===== src/sv/pmu_pkg.sv =====
// Shared constants, types and helpers of the polynomial multiply unit.
package pmu_pkg;

	localparam int MAX_TERMS  = 32;
	localparam int COEFF_BITS = 16;

	localparam int VALUE_W   = 16;
	localparam int INDEX_W   = 5;
	localparam int OPCODE_W  = 2;
	localparam int LEN_W     = 6;
	localparam int POWER_W   = 6;
	localparam int PRODUCT_W = 37;
	localparam int IDX_W     = (MAX_TERMS > 1) ? $clog2(MAX_TERMS) : 1;
	localparam int PROD_W    = 2 * COEFF_BITS;

	localparam int CFG_IDX_W  = 2;
	localparam int CFG_DATA_W = 6;

	localparam logic [OPCODE_W-1:0] OP_LOAD_FIRST  = 2'd0;
	localparam logic [OPCODE_W-1:0] OP_LOAD_SECOND = 2'd1;
	localparam logic [OPCODE_W-1:0] OP_MULTIPLY    = 2'd2;

	localparam logic [CFG_IDX_W-1:0] REG_LEN_FIRST  = 2'd0;
	localparam logic [CFG_IDX_W-1:0] REG_LEN_SECOND = 2'd1;

	typedef logic signed [COEFF_BITS-1:0] coeff_t;
	typedef logic signed [PRODUCT_W-1:0]  acc_t;

	// tags that follow one MAC term down the pipe
	typedef struct packed {
		logic               valid;
		logic               first;
		logic               last;
		logic               tail;   // last term of the highest power
		logic [POWER_W-1:0] k;
	} tag_t;

	typedef struct packed {
		tag_t             tag;
		logic [IDX_W-1:0] i;
		logic [IDX_W-1:0] j;
	} issue_t;

	// sign-extend a loaded value, then wrap to the coefficient width
	function automatic coeff_t to_coeff(input logic signed [VALUE_W-1:0] v);
		logic signed [63:0] w;
		w = v;
		return w[COEFF_BITS-1:0];
	endfunction

	// product into accumulator width: sign-extend or wrap
	function automatic acc_t fit_prod(input logic signed [PROD_W-1:0] p);
		logic signed [63:0] w;
		w = p;
		return w[PRODUCT_W-1:0];
	endfunction

	function automatic logic [LEN_W-1:0] clamp_len(input logic [LEN_W-1:0] n);
		if (n == '0)
			return LEN_W'(1);
		if (n > LEN_W'(MAX_TERMS))
			return LEN_W'(MAX_TERMS);
		return n;
	endfunction

endpackage


===== src/sv/pmu_coeff_store.sv =====
// Coefficient memories of both polynomials, written by loads, read by the sequencer.
module pmu_coeff_store import pmu_pkg::*; (
	input  logic             clk,
	input  logic             arst_n,
	input  logic             wr_first,
	input  logic             wr_second,
	input  logic [IDX_W-1:0] wr_idx,
	input  coeff_t           wr_value,
	input  logic             stall,
	input  issue_t           issue,
	output tag_t             tag_s1,
	output coeff_t           a_s1,
	output coeff_t           b_s1
);

	coeff_t mem_first  [MAX_TERMS];
	coeff_t mem_second [MAX_TERMS];

	// loads are taken only while the sequencer is idle, so no read meets a write
	always_ff @(posedge clk) begin
		if (wr_first)
			mem_first[wr_idx] <= wr_value;
		if (wr_second)
			mem_second[wr_idx] <= wr_value;
		if (!stall) begin
			a_s1 <= mem_first[issue.i];
			b_s1 <= mem_second[issue.j];
		end
	end

	always_ff @(posedge clk or negedge arst_n) begin
		if (!arst_n) begin
			tag_s1 <= '0;
		end else if (!stall) begin
			tag_s1 <= issue.tag;
		end
	end

endmodule


===== src/sv/pmu_sequencer.sv =====
// Term sequencer: walks every (i, k-i) pair of the convolution, one per cycle while not stalled.
module pmu_sequencer import pmu_pkg::*; (
	input  logic             clk,
	input  logic             arst_n,
	input  logic             start,
	input  logic [LEN_W-1:0] len_first,
	input  logic [LEN_W-1:0] len_second,
	input  logic             stall,
	output logic             busy,
	output issue_t           issue
);

	logic               active_q;
	logic [POWER_W-1:0] k_q;
	logic [IDX_W-1:0]   i_q;

	logic [LEN_W-1:0]   n1;
	logic [LEN_W-1:0]   n2;
	logic [POWER_W-1:0] k_final;
	logic [POWER_W-1:0] hi;
	logic [IDX_W-1:0]   lo_cur;
	logic [IDX_W-1:0]   lo_next;
	logic               last_i;
	logic [POWER_W:0]   tot_w;

	// lowest i with k-i below n2
	function automatic logic [IDX_W-1:0] lo_of(input logic [POWER_W:0] kp1,
			input logic [LEN_W-1:0] n);
		logic [POWER_W:0] d;
		d = kp1 - (POWER_W+1)'(n);
		return (kp1 > (POWER_W+1)'(n)) ? d[IDX_W-1:0] : '0;
	endfunction

	always_comb begin
		n1      = clamp_len(len_first);
		n2      = clamp_len(len_second);
		tot_w   = (POWER_W+1)'(n1) + (POWER_W+1)'(n2) - (POWER_W+1)'(2);
		k_final = tot_w[POWER_W-1:0];
		hi      = (k_q < POWER_W'(n1 - LEN_W'(1))) ? k_q : POWER_W'(n1 - LEN_W'(1));
		lo_cur  = lo_of((POWER_W+1)'(k_q) + (POWER_W+1)'(1), n2);
		lo_next = lo_of((POWER_W+1)'(k_q) + (POWER_W+1)'(2), n2);
		last_i  = POWER_W'(i_q) == hi;
	end

	always_comb begin
		issue.tag.valid = active_q;
		issue.tag.first = i_q == lo_cur;
		issue.tag.last  = last_i;
		issue.tag.tail  = last_i && (k_q == k_final);
		issue.tag.k     = k_q;
		issue.i         = i_q;
		issue.j         = IDX_W'(k_q - POWER_W'(i_q));
	end

	assign busy = active_q;

	always_ff @(posedge clk or negedge arst_n) begin
		if (!arst_n) begin
			active_q <= 1'b0;
			k_q      <= '0;
			i_q      <= '0;
		end else if (start) begin
			active_q <= 1'b1;
			k_q      <= '0;
			i_q      <= '0;
		end else if (active_q && !stall) begin
			if (last_i) begin
				if (k_q == k_final) begin
					active_q <= 1'b0;
				end else begin
					k_q <= k_q + POWER_W'(1);
					i_q <= lo_next;
				end
			end else begin
				i_q <= i_q + IDX_W'(1);
			end
		end
	end

	a_no_restart: assert property (@(posedge clk) disable iff (!arst_n)
		start |-> !active_q)
		else $error("multiply started while sequencer busy");

	a_i_in_range: assert property (@(posedge clk) disable iff (!arst_n)
		active_q |-> (POWER_W'(i_q) <= hi) && (i_q >= lo_cur))
		else $error("term index outside convolution window");

	a_k_in_range: assert property (@(posedge clk) disable iff (!arst_n)
		active_q |-> k_q <= k_final)
		else $error("power index past last product term");

endmodule


===== src/sv/pmu_mac.sv =====
// Multiply-accumulate stages and the output word register.
module pmu_mac import pmu_pkg::*; (
	input  logic               clk,
	input  logic               arst_n,
	input  tag_t               tag_s1,
	input  coeff_t             a_s1,
	input  coeff_t             b_s1,
	input  logic               out_ready,
	output logic               out_valid,
	output logic [POWER_W-1:0] out_power,
	output acc_t               out_product,
	output logic               out_last,
	output logic               stall
);

	tag_t                     tag_s2;
	logic signed [PROD_W-1:0] prod_s2;
	acc_t                     acc_q;
	acc_t                     sum;
	logic                     out_valid_q;

	// whole pipe freezes while a finished word waits
	assign stall     = out_valid_q && !out_ready;
	assign out_valid = out_valid_q;
	assign sum       = (tag_s2.first ? acc_t'(0) : acc_q) + fit_prod(prod_s2);

	always_ff @(posedge clk) begin
		if (!stall) begin
			prod_s2 <= a_s1 * b_s1;
			if (tag_s2.valid) begin
				acc_q <= sum;
				if (tag_s2.last) begin
					out_product <= sum;
					out_power   <= tag_s2.k;
				end
			end
		end
	end

	always_ff @(posedge clk or negedge arst_n) begin
		if (!arst_n) begin
			tag_s2      <= '0;
			out_valid_q <= 1'b0;
			out_last    <= 1'b0;
		end else if (!stall) begin
			tag_s2      <= tag_s1;
			out_valid_q <= tag_s2.valid && tag_s2.last;
			if (tag_s2.valid && tag_s2.last)
				out_last <= tag_s2.tail;
		end
	end

	a_word_done: assert property (@(posedge clk) disable iff (!arst_n)
		(tag_s2.valid && tag_s2.last && !stall) |=> out_valid_q)
		else $error("finished product term not registered");

endmodule


===== src/sv/polynomial_multiply_unit.sv =====
// Top level of the polynomial multiply unit (linear convolution of two coefficient lists).
//
// channel | dir | handshake           | word
// --------+-----+---------------------+----------------------------------------------
// s_      | in  | s_tvalid / s_tready | tuser opcode, tdata index and coefficient
// m_      | out | m_tvalid / m_tready | tdata power and product, tlast on top power
// cfg_    | in  | cfg_valid/cfg_ready | cfg_index register, cfg_data length
//
// A multiply runs one MAC a cycle while the pipe is not stalled: terms are issued
// and pass through the memory read, multiply and accumulate registers, with the
// single read port of each coefficient memory feeding one multiplier.
// s_tready and cfg_ready are low while terms are being issued. A stalled m_ word
// freezes the whole MAC pipe. Reset clears control and sets both lengths to 32;
// the coefficient memories are not cleared and must be loaded before use.
module polynomial_multiply_unit import pmu_pkg::*; (
	input  logic                  clk,
	input  logic                  arst_n,
	input  logic                  s_tvalid,
	output logic                  s_tready,
	input  logic [23:0]           s_tdata,   // coeff_index [4:0], coeff_value [20:5]
	input  logic [OPCODE_W-1:0]   s_tuser,   // opcode [1:0]
	output logic                  m_tvalid,
	input  logic                  m_tready,
	output logic [47:0]           m_tdata,   // power_index [5:0], product_value [42:6]
	output logic                  m_tlast,
	input  logic                  cfg_valid,
	output logic                  cfg_ready,
	input  logic [CFG_IDX_W-1:0]  cfg_index,
	input  logic [CFG_DATA_W-1:0] cfg_data
);

	logic [LEN_W-1:0] len_first_q;
	logic [LEN_W-1:0] len_second_q;

	logic               s_accept;
	logic [INDEX_W-1:0] coeff_index;
	logic [VALUE_W-1:0] coeff_value;
	logic               idx_ok;
	logic               wr_first;
	logic               wr_second;
	logic               start;
	logic               busy;
	logic               stall;
	issue_t             issue;
	tag_t               tag_s1;
	coeff_t             a_s1;
	coeff_t             b_s1;
	logic [POWER_W-1:0] out_power;
	acc_t               out_product;
	logic               out_last;

	assign coeff_index = s_tdata[INDEX_W-1:0];
	assign coeff_value = s_tdata[INDEX_W+VALUE_W-1:INDEX_W];

	assign s_tready = !busy;
	assign s_accept = s_tvalid && s_tready;
	// loads past the store depth are dropped
	assign idx_ok    = (INDEX_W+1)'(coeff_index) < (INDEX_W+1)'(MAX_TERMS);
	assign wr_first  = s_accept && (s_tuser == OP_LOAD_FIRST) && idx_ok;
	assign wr_second = s_accept && (s_tuser == OP_LOAD_SECOND) && idx_ok;
	assign start     = s_accept && (s_tuser == OP_MULTIPLY);

	// lengths hold still while the sequencer walks the terms
	assign cfg_ready = !busy;

	always_ff @(posedge clk or negedge arst_n) begin
		if (!arst_n) begin
			len_first_q  <= LEN_W'(32);
			len_second_q <= LEN_W'(32);
		end else if (cfg_valid && cfg_ready) begin
			unique case (cfg_index)
				REG_LEN_FIRST:  len_first_q  <= cfg_data;
				REG_LEN_SECOND: len_second_q <= cfg_data;
				default: ;
			endcase
		end
	end

	pmu_sequencer u_seq (
		.clk        (clk),
		.arst_n     (arst_n),
		.start      (start),
		.len_first  (len_first_q),
		.len_second (len_second_q),
		.stall      (stall),
		.busy       (busy),
		.issue      (issue)
	);

	pmu_coeff_store u_store (
		.clk       (clk),
		.arst_n    (arst_n),
		.wr_first  (wr_first),
		.wr_second (wr_second),
		.wr_idx    (coeff_index[IDX_W-1:0]),
		.wr_value  (to_coeff(coeff_value)),
		.stall     (stall),
		.issue     (issue),
		.tag_s1    (tag_s1),
		.a_s1      (a_s1),
		.b_s1      (b_s1)
	);

	// last flag rides with the term tag, so it is fixed when the multiply starts
	pmu_mac u_mac (
		.clk         (clk),
		.arst_n      (arst_n),
		.tag_s1      (tag_s1),
		.a_s1        (a_s1),
		.b_s1        (b_s1),
		.out_ready   (m_tready),
		.out_valid   (m_tvalid),
		.out_power   (out_power),
		.out_product (out_product),
		.out_last    (out_last),
		.stall       (stall)
	);

	assign m_tlast = out_last;
	assign m_tdata = {5'd0, out_product, out_power};

endmodule


===== config.mk =====
export PLATFORM = sky130hd
export DESIGN_NAME = polynomial_multiply_unit
export DESIGN_NICKNAME = d
export VERILOG_FILES = /design/src/sv/pmu_pkg.sv /design/src/sv/pmu_coeff_store.sv /design/src/sv/pmu_sequencer.sv /design/src/sv/pmu_mac.sv /design/src/sv/polynomial_multiply_unit.sv
export SDC_FILE = /design/constraint.sdc
export NUM_CORES = 2
export LEC_CHECK = 0
export BUFFER_PORTS_ARGS = -buffer_cell sky130_fd_sc_hd__clkbuf_2
export CORE_UTILIZATION = 50
export CTS_CLUSTER_DIAMETER = 60
export DETAILED_ROUTE_END_ITERATION = 8
export HOLD_SLACK_MARGIN = 0.06
export PLACE_DENSITY = 0.79
export SYNTH_ARGS = -nofsm -noshare
export SYNTH_HDL_FRONTEND = slang
export SYNTH_SLANG_ARGS = --single-unit

===== constraint.sdc =====
create_clock -name clk -period 6.48 [get_ports clk]
set_input_delay 0.648 -clock clk [delete_from_list [all_inputs] [get_ports clk]]
set_output_delay 0.648 -clock clk [all_outputs]
set_load 0.02 [all_outputs]

Word level (Yosys, flattened, before mapping)
Memories as Yosys holds them, arrays and structs flattened. A register that Yosys moved wholly into a read port is not among the register bits.
Cells that the tools add are included.
{"block": "word_totals", "wordCells": 112, "ramBits": 1024, "n_memories": 2, "reg_bits": 158}
{"block": "classes", "n_mul": 1, "magnitude_cmp": 5, "eq_ne": 8, "addsub": 11, "muxes": 34, "reduce_logical": 29, "bitwise": 1}
{"name": "u_store.mem_first", "words": 32, "word_bits": 16, "rd": 1, "rd_clocked_by_memory_dff": 1, "wr": 1, "line": "pmu_coeff_store.sv:16", "source": "coeff_t mem_first [MAX_TERMS];"}
{"name": "u_store.mem_second", "words": 32, "word_bits": 16, "rd": 1, "rd_clocked_by_memory_dff": 1, "wr": 1, "line": "pmu_coeff_store.sv:17", "source": "coeff_t mem_second [MAX_TERMS];"}
{"cell": "$mux W6", "n": 13}
{"cell": "$add A37 B32 Y37", "n": 1}
{"cell": "$mux W37", "n": 1}
{"cell": "$mul A16 B16 Y32", "n": 1}
{"cell": "$mux W5", "n": 6}
{"cell": "$sub A5 B5 Y5", "n": 3}
{"cell": "$gt A7 B6 Y1", "n": 2}
{"cell": "$mux W1", "n": 14}
{"cell": "$gt A6 B6 Y1 const B", "n": 2}
{"cell": "$logic_not A6 Y1", "n": 2}
{"cell": "$reduce_and A2 Y1", "n": 5}
{"cell": "$logic_and A1 B1 Y1", "n": 9}
{"cell": "$reduce_and A3 Y1", "n": 3}
{"cell": "$add A6 B1 Y7 const B", "n": 1}
{"cell": "$add A6 B2 Y7 const B", "n": 1}
{"cell": "$add A6 B1 Y6 const B", "n": 1}
{"cell": "$add A6 B6 Y6", "n": 1}
{"cell": "$eq A5 B6 Y1", "n": 1}
{"cell": "$eq A6 B6 Y1", "n": 1}
{"cell": "$lt A6 B6 Y1", "n": 1}
{"cell": "$reduce_bool A2 Y1", "n": 3}
{"cell": "$sub A6 B1 Y6 const B", "n": 1}
{"cell": "$sub A6 B2 Y6 const B", "n": 1}
{"cell": "$add A5 B1 Y5 const B", "n": 1}
{"cell": "other kinds (8)", "n": 14}

Longest topological paths before layout
{"block": "depth", "word_depth": 12, "mapped_depth": 24, "depth_no_buf": 23}

Modules after synthesis
A second synthesis with hierarchy kept.
{"block": "hier_totals", "hier_cells": 4146, "area_unflattened_um2": 60133.9}
{"module": "pmu_coeff_store", "n_inst": 1, "seq_area_each_um2": 31960.7, "area_each_um2": 41479.8, "cells_per_inst": 2288}
{"module": "pmu_mac", "n_inst": 1, "seq_area_each_um2": 3663.5, "area_each_um2": 15767.6, "cells_per_inst": 1526}
{"module": "pmu_sequencer", "n_inst": 1, "seq_area_each_um2": 300.3, "area_each_um2": 2321.0, "cells_per_inst": 294}
{"module": "polynomial_multiply_unit", "n_inst": 1, "seq_area_each_um2": 302.8, "area_each_um2": 565.5, "cells_per_inst": 38}

Least setup slack after synthesis
OpenSTA, ideal clock, no wires.
{"block": "synth_timing", "path_kind": "reg-to-reg", "from": "register u_store.a_s1[15] (read register of u_store.mem_first)", "to": "register u_mac.prod_s2[31] (data pin)", "slack_ns": -0.090, "synth_period_minus_slack_ns": 6.570, "setup_time_ns": 0.260, "arrival_time_ns": 6.310, "required_ns": 6.220, "path_stages_with_launch": 22, "cell_sequence": "edfxtp_1 clkbuf_1 nand2_1 inv_1 fa_1 fa_1 fa_1 fa_1 fa_1 inv_1 fa_1 inv_1 ha_1 a211oi_1 o21ai_0 a31o_2 a41o_1 o41ai_1 o2111ai_1 a31oi_1 o21ai_0 xnor2_1"}
{"block": "synth_via", "elab_chain_len": 1}
{"item": "start: declaration", "line": "pmu_coeff_store.sv:12", "source": "output coeff_t a_s1,"}
{"item": "$mul A16 B16 Y32", "line": "pmu_mac.sv:29", "source": "prod_s2 <= a_s1 * b_s1;"}
{"item": "end signal: assignment", "line": "pmu_mac.sv:29"}
{"item": "end: declaration", "line": "pmu_mac.sv:17", "source": "logic signed [PROD_W-1:0] prod_s2;"}
No other way between the ends.
A chain may end at the register's enable or synchronous reset.

Worst setup path after layout
{"block": "layout_timing", "from": "register u_store.b_s1[4] (read register of u_store.mem_second)", "to": "register u_mac.prod_s2[31] (data pin)"}
{"block": "layout_via", "elab_chain_len": 1}
{"item": "start: declaration", "line": "pmu_coeff_store.sv:13", "source": "output coeff_t b_s1"}
{"item": "$mul A16 B16 Y32", "line": "pmu_mac.sv:29"}
No other way between the ends.

==> metrics.csv <==
metric,value,unit
run status,finished clean,
sequence of cells on the critical path,buf_4 -> buf_4 -> and2_1 -> fa_1 -> fa_1 -> fa_1 -> fa_1 -> fa_1 -> inv_1 -> fa_1 -> inv_1 -> ha_1 -> a211oi_1 -> o21ai_1 -> a31o_2 -> a41o_1 -> o41ai_4 -> o2111ai_2 -> a31oi_2 -> o21ai_0 -> xnor2_1,
proportion of register bits with asynchronous set or reset after synthesis,3.79,%
width of the die,345,microns
kind of critical path,reg -> reg,
Wirelength per Cell,23.4,microns
effective utilization at floorplan,50.5,%
synthesized area per cell,16.0,sq um
proportion of synthesized chip area in sequential cells,61.7,%
Nets,4352,
via count normalized by instance count,5.86,
startpoint of the most critical hold path,cfg_data[5],
number of flops mapped to enable cells by yosys,1168,
mux contribution to synthesized area,11.4,%
initial antenna violation count,8,
final critical path time including I/O delays and setup,6.28,ns
total number of H-tree levels,3,
Tightest Hold Check Type,in -> reg,
Core Rows,125,
Max transition margin,11.4,%
category of the worst setup path capture point,flop,
I/O pin count,91,
WP data arrival,6.72,ns
number of sinks driven by the clock tree,1214,
critical-path maximum fanout,5,
Max Cap Violations,0,
depth of the worst register-to-register path,21,
"Largest stage delay, worst path",0.56,ns
number of antenna-violating nets in the routed design,0,
total overflow reported by the global router,0,
number of pins with negative max-slew slack in the final report,0,
count of port buffers added during placement,82,
deepest clock path buffer count,3,
Via Count,32400,
data required time at the worst endpoint,6.92,ns
Yosys reg bits,1214,
top flip-flop cell by instance count after synthesis,edfxtp_1,
Min-Delay Endpoint,len_second_q[5],
final core utilization,56.3,%
beginning of the worst register-to-register path,u_store.b_s1[4],
clock buffers created by TritonCTS,117,
final setup skew,0.0498,ns
post-CTS clock slew at the launch and capture registers of the worst setup and hold paths,0.06,ns
main combinational cell family by area after synthesis,adder cells,
post-detailed-route DRC marker count,0,
die span in y,345,microns
largest net degree at the start of global routing,121,
total area of sequential cells,36200,sq um
Total Routed Length,129000,microns
slack of the worst reg-to-reg path,0.20,ns
fin crit share,96.9,%
cell with the largest stage delay on the worst path,fa_1,
clock root buffer master,clkbuf_16,
area of the placeable core,116000,sq um
number of DRC violations after detailed-routing iteration 0,3664,
worst reg2reg path endpoint,u_mac.prod_s2[31],
total count of hold-check failures in the final report,0,
combined area of all synthesized cells,58700,sq um
maximum achievable frequency,0.159,GHz
count of different cell masters after synthesis,78,
Final Wtd Congestion,0.860,
warning count from the yosys run,0,
compound-gate portion of the synthesized area,4.12,%
final count of negative-setup-slack endpoints,0,
"post-synthesis share of cell area spent on and, or, nand and nor gates",5.67,%
global-route wire length before repair,197000,microns
Tot GR Track Use,22.1,%
clock latency at the later pin of the worst-skew pair,0.73,ns
xor and xnor area share after synthesis,1.48,%
FILL cells,8662,
Slew @ Worst Pin,1.33,ns
clock tree from TritonCTS,yes,
first-pass detailed-route iteration total,5,
worst hold path depth,3,
share of layout cells above drive strength 1,17.5,%
post-detailed-placement half-perimeter wirelength,79500,microns
P&R area growth vs syn,11.6,%
synthesized-area fraction occupied by adder cells,12.3,%
Cells after Synth,3669,
area taken by multi-input logic gates,20700,sq um
Startpoint Class,flop,
Die Footprint,119000,sq um
crit-path most repeated cell,fa_1,
number of global-route vias before repair,32800,
==> metrics by stage <==
stage                     instance area [sq um]  setup slack [ns]  TNS (ns)  instances  hold WS [ns]
after floorplan                           58700            0.0977         0       3673         0.352
final                                     65600             0.198         0       5521         0.185
after CTS                                 65300            0.0603         0       5487         0.158
after global routing                      65600           -0.0132   -0.0132       5520         0.174
after global placement                    61600            0.0911         0       5268         0.432
after detailed placement                  61600            0.0388         0       5268         0.441
==> layout by cell type, fill, tap and decap left out, types with 4 or more instances in the layout <==
cell and count:
mux4_2 224, diode_2 4, nand2b_1 25, ha_1 150, clkinv_1 30, nand4_1 5
fa_1 266, o21a_1 13, clkbuf_1 36, inv_1 346, o22ai_1 20, clkinv_2 17
nor2b_1 44, xor2_1 23, o21ai_0 59, nand3_1 27, a211oi_1 10, buf_4 165
or3_1 7, mux2_2 28, nor4b_1 4, nor3_1 13, conb_1 6, mux2i_1 133
edfxtp_1 1168, a21oi_1 77, and2_1 126, and3_1 9, clkinv_16 4, dfrtp_1 42
xnor2_1 73, clkbuf_2 82, nand2_1 269, a21o_1 30, o21bai_1 8, nor2_1 135
clkbuf_16 118, o221ai_1 81, nor2_2 4
==> sequential cells by signal, indices dropped and copies added (netlist names) <==
signal / flops
u_mac.out_last: 1
u_mac.acc_q: 37
len_second_q: 6
u_mac.prod_s2: 32
u_store.b_s1: 16
u_mac.out_power: 6
u_store.mem_first: 512
u_seq.k_q: 6
u_store.mem_second: 512
u_seq.i_q: 5
u_mac.out_valid: 1
u_store.a_s1: 16
u_mac.out_product: 37
len_first_q: 6
u_seq.busy: 1
u_store.tag_s1: 10
u_mac.tag_s2: 10
==> critical path, delay by kind of cell (launching register included) <==
| family | cells | cell delay (ns) |
|---|---|---|
| buf+inv | 4 | 0.41 |
| fa+ha+maj | 7 | 3.31 |
| flops | 1 | 0.38 |
| simple gates | 1 | 0.16 |
| compound gates | 8 | 1.66 |
| xor+xnor | 1 | 0.13 |
==> metal layers <==
| layer | GRT usage (%) | part of all wire [%] | vias up |
|---|---|---|---|
| li1 | - | - | 14000 |
| met1 | 29.5 | 39 | 16500 |
| met2 | 37.1 | 49 | 1563 |
| met3 | 3.68 | 8.3 | 271 |
| met4 | 7.16 | 3.3 | 6 |
| met5 | 0 | 0.036 | - |
==> how the worst max path moves through the flow <==
stage / cells past startpoint / endpoint / from
2_1_floorplan: 21 / u_mac.prod_s2[31] / u_store.a_s1[15]
3_3_place_gp: 19 / u_mac.prod_s2[31] / u_store.b_s1[4]
3_5_place_dp: 19 / u_mac.prod_s2[31] / u_store.b_s1[4]
4_1_cts: 19 / u_mac.prod_s2[31] / u_store.b_s1[4]
5_1_grt: 22 / u_mac.prod_s2[31] / u_store.b_s1[5]
6_report: 21 / u_mac.prod_s2[31] / u_store.b_s1[4]
==> area by class of cell <==
type | count | share of cell area (%)
antenna | 4 | 0.0153
clock buffer | 154 | 4.71
clock inverter | 64 | 0.811
inverter | 348 | 1.99
multi-input combinational | 1957 | 31.6
sequential | 1214 | 55.3
tap | 1524 | 2.91
timing repair buffer | 256 | 2.70
==> cell families after synthesis <==
kind of cell | count (synthesis)
AOI/OAI and AO/OA | 351
xor gates and xnor gates | 99
adders and majority gates | 419
buffers and inverters | 502
DFF | 1214
muxes | 386
other | 2
and+or+nand+nor | 696
==> timing repair <==
action,4_1_cts,5_1_grt
gates resized for setup,0,14
hold buffers,1,0
setup buffers,0,30
endpoints found under the hold margin,44,0
setup endpoints to repair,0,8
==> synth_stat cells (13+ instances only) <==
master / number / area [sq um]
nand3_1: 27 / 135
o21a_1: 13 / 97.6
dfrtp_1: 44 / 1100
and2_1: 127 / 795
o22ai_1: 20 / 125
inv_1: 346 / 1300
edfxtp_1: 1168 / 35100
nor2b_1: 45 / 282
a21o_1: 30 / 225
nor3_1: 13 / 65.1
nand2_1: 272 / 1020
xor2_1: 23 / 201
ha_1: 152 / 1900
mux4_2: 224 / 5040
mux2i_1: 133 / 1330
mux2_2: 28 / 315
o221ai_1: 81 / 709
o21ai_0: 60 / 300
a21oi_1: 79 / 395
buf_1: 34 / 128
nand2b_1: 25 / 156
nor2_1: 139 / 522
xnor2_1: 76 / 666
clkbuf_1: 112 / 420
fa_1: 267 / 5350
Power is left out: the tool's default activity adds up to more than one toggle a clock period on the data nets, which glitch-free logic cannot reach.
